[config.mk]
export PLATFORM = sky130hd
export DESIGN_NAME = mfbf_best_track_flat
export DESIGN_NICKNAME = d
export VERILOG_FILES = /design/src/sv/mfbf_pkg.sv /design/src/sv/mfbf_if.sv /design/src/sv/mfbf_best_track.sv /design/src/flat_wrapper.sv
export SDC_FILE = /design/constraint.sdc
export NUM_CORES = 1
export LEC_CHECK = 0
export BUFFER_PORTS_ARGS = -buffer_cell sky130_fd_sc_hd__buf_4
export CORE_ASPECT_RATIO = 0.8
export CORE_UTILIZATION = 31
export DETAILED_ROUTE_END_ITERATION = 8
export RECOVER_POWER = 50
export REMOVE_ABC_BUFFERS = 1
export SLEW_MARGIN = 20
export SYNTH_ARGS = -nofsm -noshare
export SYNTH_HDL_FRONTEND = slang
export SYNTH_SLANG_ARGS = --single-unit
[constraint.sdc]
create_clock -name clk -period 2.7 [get_ports clk]
set_clock_uncertainty 0.2 [all_clocks]
set_input_delay 0.135 -clock clk [delete_from_list [all_inputs] [get_ports clk]]
set_output_delay 0.135 -clock clk [all_outputs]
set_load 0.05 [all_outputs]
[src/sv/mfbf_pkg.sv]
package mfbf_pkg;

  localparam int SYM_W = 8;
  localparam int POS_W = 16;
  localparam int MODE_W = 16;

  localparam logic [SYM_W-1:0] SPACE_BYTE = 8'h20;
  localparam logic [SYM_W-1:0] ZERO_BYTE = 8'h00;
  localparam logic [POS_W-1:0] POS_MAX = 16'hFFFF;
  localparam logic [MODE_W-1:0] MODE_MAX = 16'hFFFF;

  // write side of the count store, driven by the working stage
  typedef struct packed {
    logic             we;
    logic             clr;
    logic [SYM_W-1:0] sym;
  } mfbf_wr_t;

  // working stage status toward the best tracker
  typedef struct packed {
    logic adv;
    logic counted;
    logic last;
  } mfbf_step_t;

endpackage

[src/sv/mfbf_if.sv]


interface mfbf_out_if import mfbf_pkg::*; ();
  logic              valid;
  logic              ready;
  logic [SYM_W-1:0]  mode_symbol;
  logic [MODE_W-1:0] mode_count;
  logic              found;

  modport source (output valid, output mode_symbol, output mode_count, output found,
                  input ready);
  modport sink (input valid, input mode_symbol, input mode_count, input found,
                output ready);
endinterface

[src/sv/mfbf_best_track.sv]
module mfbf_best_track import mfbf_pkg::*; #(
  parameter int CW = 16
) (
  input  logic             clk,
  input  logic             rst_n,
  input  mfbf_step_t       step,
  input  logic [SYM_W-1:0] sym,
  input  logic [CW-1:0]    new_count,
  input  logic [POS_W-1:0] new_first,
  output logic             stall,
  mfbf_out_if.source       out_ch
);

  localparam int EW = (CW > MODE_W) ? CW : MODE_W;

  logic [SYM_W-1:0]  best_sym_r;
  logic [CW-1:0]     best_cnt_r;
  logic [POS_W-1:0]  best_first_r;
  logic              better;
  logic [SYM_W-1:0]  b_sym;
  logic [CW-1:0]     b_cnt;
  logic [POS_W-1:0]  b_first;
  logic [EW-1:0]     cnt_ext;
  logic              found_nxt;
  logic [MODE_W-1:0] mode_count_nxt;
  logic              out_valid_r;
  logic [SYM_W-1:0]  out_sym_r;
  logic [MODE_W-1:0] out_count_r;
  logic              out_found_r;

  assign better = step.counted &&
                  ((new_count > best_cnt_r) ||
                   ((new_count == best_cnt_r) && (new_first < best_first_r)));

  assign b_sym   = better ? sym : best_sym_r;
  assign b_cnt   = better ? new_count : best_cnt_r;
  assign b_first = better ? new_first : best_first_r;

  assign cnt_ext        = EW'(b_cnt);
  assign found_nxt      = (b_cnt != '0);
  assign mode_count_nxt = (cnt_ext > EW'(MODE_MAX)) ? MODE_MAX : cnt_ext[MODE_W-1:0];

  always_ff @(posedge clk) begin
    if (!rst_n) begin
      best_sym_r   <= '0;
      best_cnt_r   <= '0;
      best_first_r <= '0;
    end else if (step.adv) begin
      if (step.last) begin
        best_sym_r   <= '0;
        best_cnt_r   <= '0;
        best_first_r <= '0;
      end else begin
        best_sym_r   <= b_sym;
        best_cnt_r   <= b_cnt;
        best_first_r <= b_first;
      end
    end
  end

  always_ff @(posedge clk) begin
    if (!rst_n) begin
      out_valid_r <= 1'b0;
    end else if (step.adv && step.last) begin
      out_valid_r <= 1'b1;
    end else if (out_ch.ready) begin
      out_valid_r <= 1'b0;
    end
    if (step.adv && step.last) begin
      out_sym_r   <= found_nxt ? b_sym : '0;
      out_count_r <= found_nxt ? mode_count_nxt : '0;
      out_found_r <= found_nxt;
    end
  end

  assign stall              = out_valid_r && !out_ch.ready;
  assign out_ch.valid       = out_valid_r;
  assign out_ch.mode_symbol = out_sym_r;
  assign out_ch.mode_count  = out_count_r;
  assign out_ch.found       = out_found_r;

endmodule

[src/flat_wrapper.sv]
// flat-port wrapper written by rule: the top's interface ports become plain ports
module mfbf_best_track_flat import mfbf_pkg::*;
#(
  parameter int CW = 16
)
  (clk, rst_n, step, sym, new_count, new_first, stall, out_ch_valid, out_ch_mode_symbol, out_ch_mode_count, out_ch_found, out_ch_ready);
  mfbf_out_if out_ch_i ();
  input  logic clk;
  input  logic rst_n;
  input  mfbf_step_t step;
  input  logic [SYM_W-1:0] sym;
  input  logic [CW-1:0] new_count;
  input  logic [POS_W-1:0] new_first;
  output logic stall;
  output wire logic [$bits(out_ch_i.valid)-1:0] out_ch_valid;
  output wire logic [$bits(out_ch_i.mode_symbol)-1:0] out_ch_mode_symbol;
  output wire logic [$bits(out_ch_i.mode_count)-1:0] out_ch_mode_count;
  output wire logic [$bits(out_ch_i.found)-1:0] out_ch_found;
  input wire logic [$bits(out_ch_i.ready)-1:0] out_ch_ready;
  assign out_ch_valid = out_ch_i.valid;
  assign out_ch_mode_symbol = out_ch_i.mode_symbol;
  assign out_ch_mode_count = out_ch_i.mode_count;
  assign out_ch_found = out_ch_i.found;
  assign out_ch_i.ready = out_ch_ready;
  mfbf_best_track #(.CW(CW)) u_core (.clk(clk), .rst_n(rst_n), .step(step), .sym(sym), .new_count(new_count), .new_first(new_first), .stall(stall), .out_ch(out_ch_i));
endmodule
==> results.py, run 1 <==
metrics = {
    "routing": {
        "wl_per_cell_um": 18.2,
        "ant_nets": 0,
        "routed_wl_um": 13500,
        "drc": 0,
        "viasPerCell": 5.69,
        "first_iter_violations": 410,
        "drt_first_pass_iters": 5,
        "vias": 4220,
    },
    "die": {
        "initial_core_util_pct": 31.9,
        "die_area_um2": 13700,
        "dieWidth_um": 131,
        "coreArea_um2": 12900,
        "ioPinCount": 73,
        "die_h_um": 105,
        "num_rows": 37,
    },
    "sta": {
        "hold_viol": 0,
        "finalSetupViolations": 0,
        "drv_slew": 0,
        "rsz0062_at_grt": "true",
        "slew_headroom_pct": 28.6,
        "setup_ws_ps": 6.71,
        "tightest_slew_ps": 1070,
        "final.setup.tns_ps": 0,
        "finalCritPeriodShare_pct": 99.8,
        "fmax_ghz": 0.371,
        "period_minus_slack_ps": 2690,
    },
    "clock_network": {
        "cts_tree": "done",
        "clock-root-buffer": "clkbuf_16",
        "cts_sinks": 66,
        "h-tree-depth": 3,
        "clockBufferDepth": 2,
        "clkLatencyLatePin_ps": 340,
        "numCtsBuffers": 9,
        "cts.clk_slew.worst_paths_ps": 60,
    },
    "worst_hold_path": {
        "min_delay_path_depth": 3,
        "hold_class": "primary input to flop",
    },
    "synth": {
        "ys_seq_area_share_pct": 38.3,
        "synth.avg_cell_area_um2": 9.31,
        "yosysWarnings": 0,
        "synth_cell_types": 42,
        "synth_flop_cell": "dfxtp_1",
        "synth_common_cells": "dfxtp_1 (41), inv_1 (35), nor2_1 (35), nand4_1 (32), ha_1 (31)",
        "synthCells": 441,
        "synth_area_um2": 4110,
        "synth_area_leaders": "dfxtp_1 (20%), edfxtp_1 (18%), ha_1 (9.4%), nand4_1 (4.9%), o211ai_1 (4.6%)",
        "ys_async_sr_fraction_pct": 0,
        "yosysMostFrequentCell": "dfxtp_1",
        "synth_edf_count": 25,
        "synth_top_area_share_pct": 20.0,
        "synth_seq_cells": 66,
        "synth_area_leader_cell": "dfxtp_1",
    },
    "critical_path": {
        "worstPathArrival_ps": 2580,
        "critPathMaxFanout": 4,
        "crit_type": "primary input to flop",
        "critPathRequiredTime_ps": 2590,
        "start_kind": "primary input",
        "cp-end-kind": "flop",
        "r2r.worst_path.cells": 9,
    },
    "cells_and_area": {
        "drive_above_1_share_pct": 30.5,
        "multiInputGateArea_um2": 2510,
        "n_antenna_cell": 0,
        "fillers": 1217,
        "final_area_um2": 6030,
        "nets": 639,
        "utilization_pct": 46.8,
        "seqCellArea_um2": 1590,
        "syn2layout_area_growth_pct": 46.8,
    },
    "pwr": {
        "p_per_area_nw_per_um2": 492,
        "seq_power_share_pct": 37.0,
        "leakage_nw": 2.16,
        "clockPowerShare_pct": 41.2,
        "ir_drop_mv": 0.334,
        "power_w": 0.00297,
        "comb_power_share_pct": 21.9,
        "power.internal_w": 0.00215,
        "netSwitchingFraction_pct": 27.6,
        "p_sw_w": 0.000817,
    },
    "global_routing": {
        "grt_util_all_layers_pct": 19.3,
        "gr-total-overflow": 0,
        "antenna_found_initial": 0,
        "grt_start_max_net_pins": 43,
        "grt_pass1_wl_um": 20700,
        "grt_pass1_vias": 4011,
    },
    "outcome": {
        "status": "finished clean",
    },
    "place": {
        "routabilityCongestion": 0.831,
        "place_hpwl_um": 7950,
        "place_area_um2": 4960,
        "dp_slack_ps": -110,
        "portBuffers": 72,
    },
    "run": {
        "cap_violations": 0,
    },
}
[critical path, stage by stage]
cell and delay (ps):
dlygate4sd3_1 530, buf_4 150, ha_1 280, a2111oi_0 460
o311a_1 280, and2_4 210, nor2_8 70, clkbuf_16 170
mux2_4 290
[power by group through the flow]
stage	clock (W)	combinational [W]	sequential (W)
5_1_grt	0.00128	0.000694	0.00110
3_3_place_gp	0	0.000526	0.00111
2_1_floorplan	0	0.000217	0.00119
3_5_place_dp	0	0.000534	0.00111
4_1_cts	0.00124	0.000587	0.00109
6_report	0.00122	0.000648	0.00110
[registers in the layout (all words and copies together) (netlist names)]
name	count
u_core.out_ch.valid	1
u_core.best_sym_r	8
u_core.out_ch.mode_symbol	8
u_core.best_cnt_r	16
u_core.out_ch.mode_count	16
u_core.out_ch.found	1
u_core.best_first_r	16
[timing repair]
action,in CTS,in global routing
gates cloned,0,3
gates resized for setup,3,71
setup endpoints to repair,64,65
endpoints found under the hold margin,63,0
pin swaps,1,17
hold buffers,42,0
buffers inserted,0,6
[kinds of logic after synthesis]
kind of cell,Yosys count,share of synthesized area (%)
AND/OR/NAND/NOR,119,15.4
AO/OA/AOI/OAI,132,23.5
flip-flops,66,38.3
buffers and inverters,77,7.95
multiplexers,16,5.39
adder cells (fa/ha/maj),31,9.45
[cell usage in the layout (no fill, tap or decap), drive strengths merged, types with 2 or more instances in the layout]
cell / Yosys / layout
buf: 17 / 78
clkbuf: 24 / 45
dfxtp: 41 / 41
dlygate4sd3: 0 / 37
nor2: 36 / 36
inv: 35 / 35
nand4: 32 / 32
ha: 31 / 31
a21oi: 26 / 26
o211ai: 25 / 25
edfxtp: 25 / 25
nand2: 22 / 22
a32oi: 16 / 16
o2111ai: 16 / 16
o311ai: 16 / 16
mux2: 16 / 16
o21ai: 15 / 15
nor4: 9 / 9
a31oi: 9 / 9
nand4b: 8 / 8
dlymetal6s4s: 0 / 5
nor2b: 3 / 3
nand3: 3 / 3
nand2b: 3 / 3
and2: 2 / 2
clkinv: 1 / 2
[metrics by stage]
| stage | instances | hold WS [ps] |
|---|---|---|
| detailed placement | 680 | 229 |
| finish | 742 | 90.1 |
| CTS | 738 | 87.1 |
| global placement | 680 | 226 |
| floorplan | 400 | 94.3 |
| global route | 742 | 111 |
[metal layers]
metal	vias to the layer above	global-route usage (%)	part of all wire, %
li1	1968	-	-
met1	2020	26.7	46
met2	200	28.7	44
met3	32	4.25	7.7
met4	0	8.05	2.4
met5	-	0	0
[final cells by class]
| class | instances | share of cell area, % |
|---|---|---|
| Clock inverter | 2 | 0.581 |
| Sequential cell | 66 | 26.4 |
| Inverter | 36 | 2.24 |
| Clock buffer | 14 | 4.55 |
| Multi-Input combinational cell | 298 | 41.7 |
| Tap cell | 175 | 3.63 |
| Timing Repair Buffer | 151 | 20.9 |
[path summary, 6_finish.rpt]
check	start	endpoint	slack, ps
max reg2reg	u_core.best_first_r[10]	u_core.out_ch.mode_count[7]	7
max	new_first[1]	u_core.out_ch.mode_count[7]	7
min reg2reg	u_core.best_sym_r[0]	u_core.best_sym_r[0]	310
min	new_count[4]	u_core.best_cnt_r[4]	90
No activity file was read; power rests on OpenSTA's default activity.
==> run 2: changes to the inputs <==
--- a/config.mk
+++ b/config.mk
@@ -9,7 +9,6 @@
 export CORE_ASPECT_RATIO = 0.8
 export CORE_UTILIZATION = 31
 export DETAILED_ROUTE_END_ITERATION = 8
-export RECOVER_POWER = 50
 export REMOVE_ABC_BUFFERS = 1
 export SLEW_MARGIN = 20
 export SYNTH_ARGS = -nofsm -noshare
==> run 2 against run 1 <==
Via count increased by 0.62%. Clock power about the same. Setup slack improved by 4.0 ps. Register-to-register slack about the same. Utilization increased by 0.81 points. Non-clock buffer count unchanged. Maximum frequency increased by 0.15%. Sequential power about the same. Clock-buffer cell count unchanged. Critical path type is now flop to flop. Critical endpoint unchanged.
==> results.py, run 2 (same netlist as run 1, synthesis figures left out) <==
metrics = {
    "critical_path": {
        "worstPathArrival_ps": 2570,
        "r2r_slack_ps": 10,
        "regToRegStartpoint": "u_core.best_first_r[10]",
        "critPathMaxFanout": 4,
        "crit_type": "flop to flop",
        "r2r.worst_path.cells": 9,
        "critPathRequiredTime_ps": 2590,
        "start_kind": "flop",
        "crit_path_end": "u_core.out_ch.mode_count[7]",
        "rr_endpoint": "u_core.out_ch.mode_count[7]",
        "cp-end-kind": "flop",
        "startpoint": "u_core.best_first_r[10]",
    },
    "routing": {
        "drt_first_pass_iters": 5,
        "drc": 0,
        "ant_nets": 0,
        "routed_wl_um": 13500,
        "vias": 4246,
        "wl_per_cell_um": 18.1,
        "viasPerCell": 5.72,
        "first_iter_violations": 432,
    },
    "die": {
        "ioPinCount": 73,
        "dieWidth_um": 131,
        "die_h_um": 105,
        "num_rows": 37,
        "initial_core_util_pct": 31.9,
        "die_area_um2": 13700,
        "coreArea_um2": 12900,
    },
    "sta": {
        "final.setup.tns_ps": 0,
        "finalCritPeriodShare_pct": 99.6,
        "setup_ws_ps": 10.7,
        "hold_viol": 0,
        "rsz0062_at_grt": "true",
        "fmax_ghz": 0.372,
        "drv_slew": 0,
        "whs_ps": 89.6,
        "finalSetupViolations": 0,
        "tightest_slew_ps": 1060,
        "period_minus_slack_ps": 2690,
        "slew_headroom_pct": 29.1,
    },
    "global_routing": {
        "grt_pass1_vias": 4011,
        "antenna_found_initial": 0,
        "grt_util_all_layers_pct": 19.3,
        "grt_pass1_wl_um": 20700,
        "grt_start_max_net_pins": 43,
        "gr-total-overflow": 0,
    },
    "place": {
        "dp_slack_ps": -110,
        "place_hpwl_um": 7950,
        "place_area_um2": 4960,
        "routabilityCongestion": 0.831,
        "portBuffers": 72,
    },
    "cells_and_area": {
        "final_area_um2": 6130,
        "utilization_pct": 47.6,
        "n_antenna_cell": 0,
        "drive_above_1_share_pct": 35.3,
        "syn2layout_area_growth_pct": 49.3,
        "final_common_cell": "buf_4",
        "final_cell_mix": "buf_4 (99), dlygate4sd3_1 (37), nor2_1 (34)",
        "multiInputGateArea_um2": 2510,
        "seqCellArea_um2": 1590,
        "fillers": 1192,
        "nets": 639,
    },
    "clock_network": {
        "clkLatencyLatePin_ps": 340,
        "numCtsBuffers": 9,
        "cts_tree": "done",
        "clock-root-buffer": "clkbuf_16",
        "clockBufferDepth": 2,
        "cts.clk_slew.worst_paths_ps": 60,
        "cts_sinks": 66,
        "h-tree-depth": 3,
    },
    "pwr": {
        "p_per_area_nw_per_um2": 487,
        "ir_drop_mv": 0.333,
        "leakage_nw": 2.26,
    },
    "run": {
        "cap_violations": 0,
    },
    "worst_hold_path": {
        "hold_class": "primary input to flop",
    },
    "outcome": {
        "status": "finished clean",
    },
}
==> run 2: worst min path at each step <==
stage	start	to	slack (ps)	cells past startpoint
final	new_count[4]	u_core.best_cnt_r[4]	90	3
after global routing	new_count[4]	u_core.best_cnt_r[4]	110	3
after floorplan	rst_n	u_core.best_cnt_r[15]	90	2
after CTS	rst_n	u_core.best_sym_r[7]	90	3
after global placement	sym[7]	u_core.best_sym_r[7]	230	3
after detailed placement	out_ch_ready	u_core.out_ch.valid	230	4
==> run 2: timing repair <==
item / in CTS / in global routing
setup buffers: 0 / 6
gates resized for setup: 3 / 71
gates cloned: 0 / 3
hold buffers: 42 / 0
setup endpoints to repair: 64 / 65
hold endpoints to repair: 63 / 0
pin swaps: 1 / 17
==> run 2: report_power, final <==
| group | total (W) | switching [W] | leakage [nW] | internal [W] |
|---|---|---|---|---|
| logic | 0.000667 | 0.000371 | 1.53 | 0.000295 |
| registers | 0.00110 | 0.0000151 | 0.581 | 0.00108 |
| clock network | 0.00122 | 0.000433 | 0.153 | 0.000789 |
==> run 2: layout make-up <==
type | instances | area share (%)
multi-input cells | 298 | 41.0
flip-flops and latches | 66 | 25.9
repair buffers | 151 | 22.3
clock buffers | 14 | 4.47
well taps | 175 | 3.57
inverters | 36 | 2.20
clock inverters | 2 | 0.571
==> run 2: stage by stage <==
| stage | power, W | instances |
|---|---|---|
| 3_3_place_gp | 0.00164 | 680 |
| 3_5_place_dp | 0.00165 | 680 |
| 5_1_grt | 0.00309 | 742 |
| 6_report | 0.00298 | 742 |
| 4_1_cts | 0.00292 | 738 |
| 2_1_floorplan | 0.00140 | 400 |
==> run 2: worst max-delay path, stage by stage, from the launching register on <==
cell       delay, ps
dfxtp_2          320
inv_2             50
ha_4             260
nand4_1          120
a211o_1          300
o311a_1          330
and2_4           180
nor2_8           200
clkbuf_16        180
mux2_4           290
==> run 2: per-layer routing <==
metal | track usage (%) | vias to the layer above | routed length (µm)
met3 | 4.25 | 40 | 962
met4 | 8.05 | 0 | 372
met5 | 0 | - | 0
met2 | 28.7 | 215 | 5950
met1 | 26.7 | 2023 | 6180
li1 | - | 1968 | -
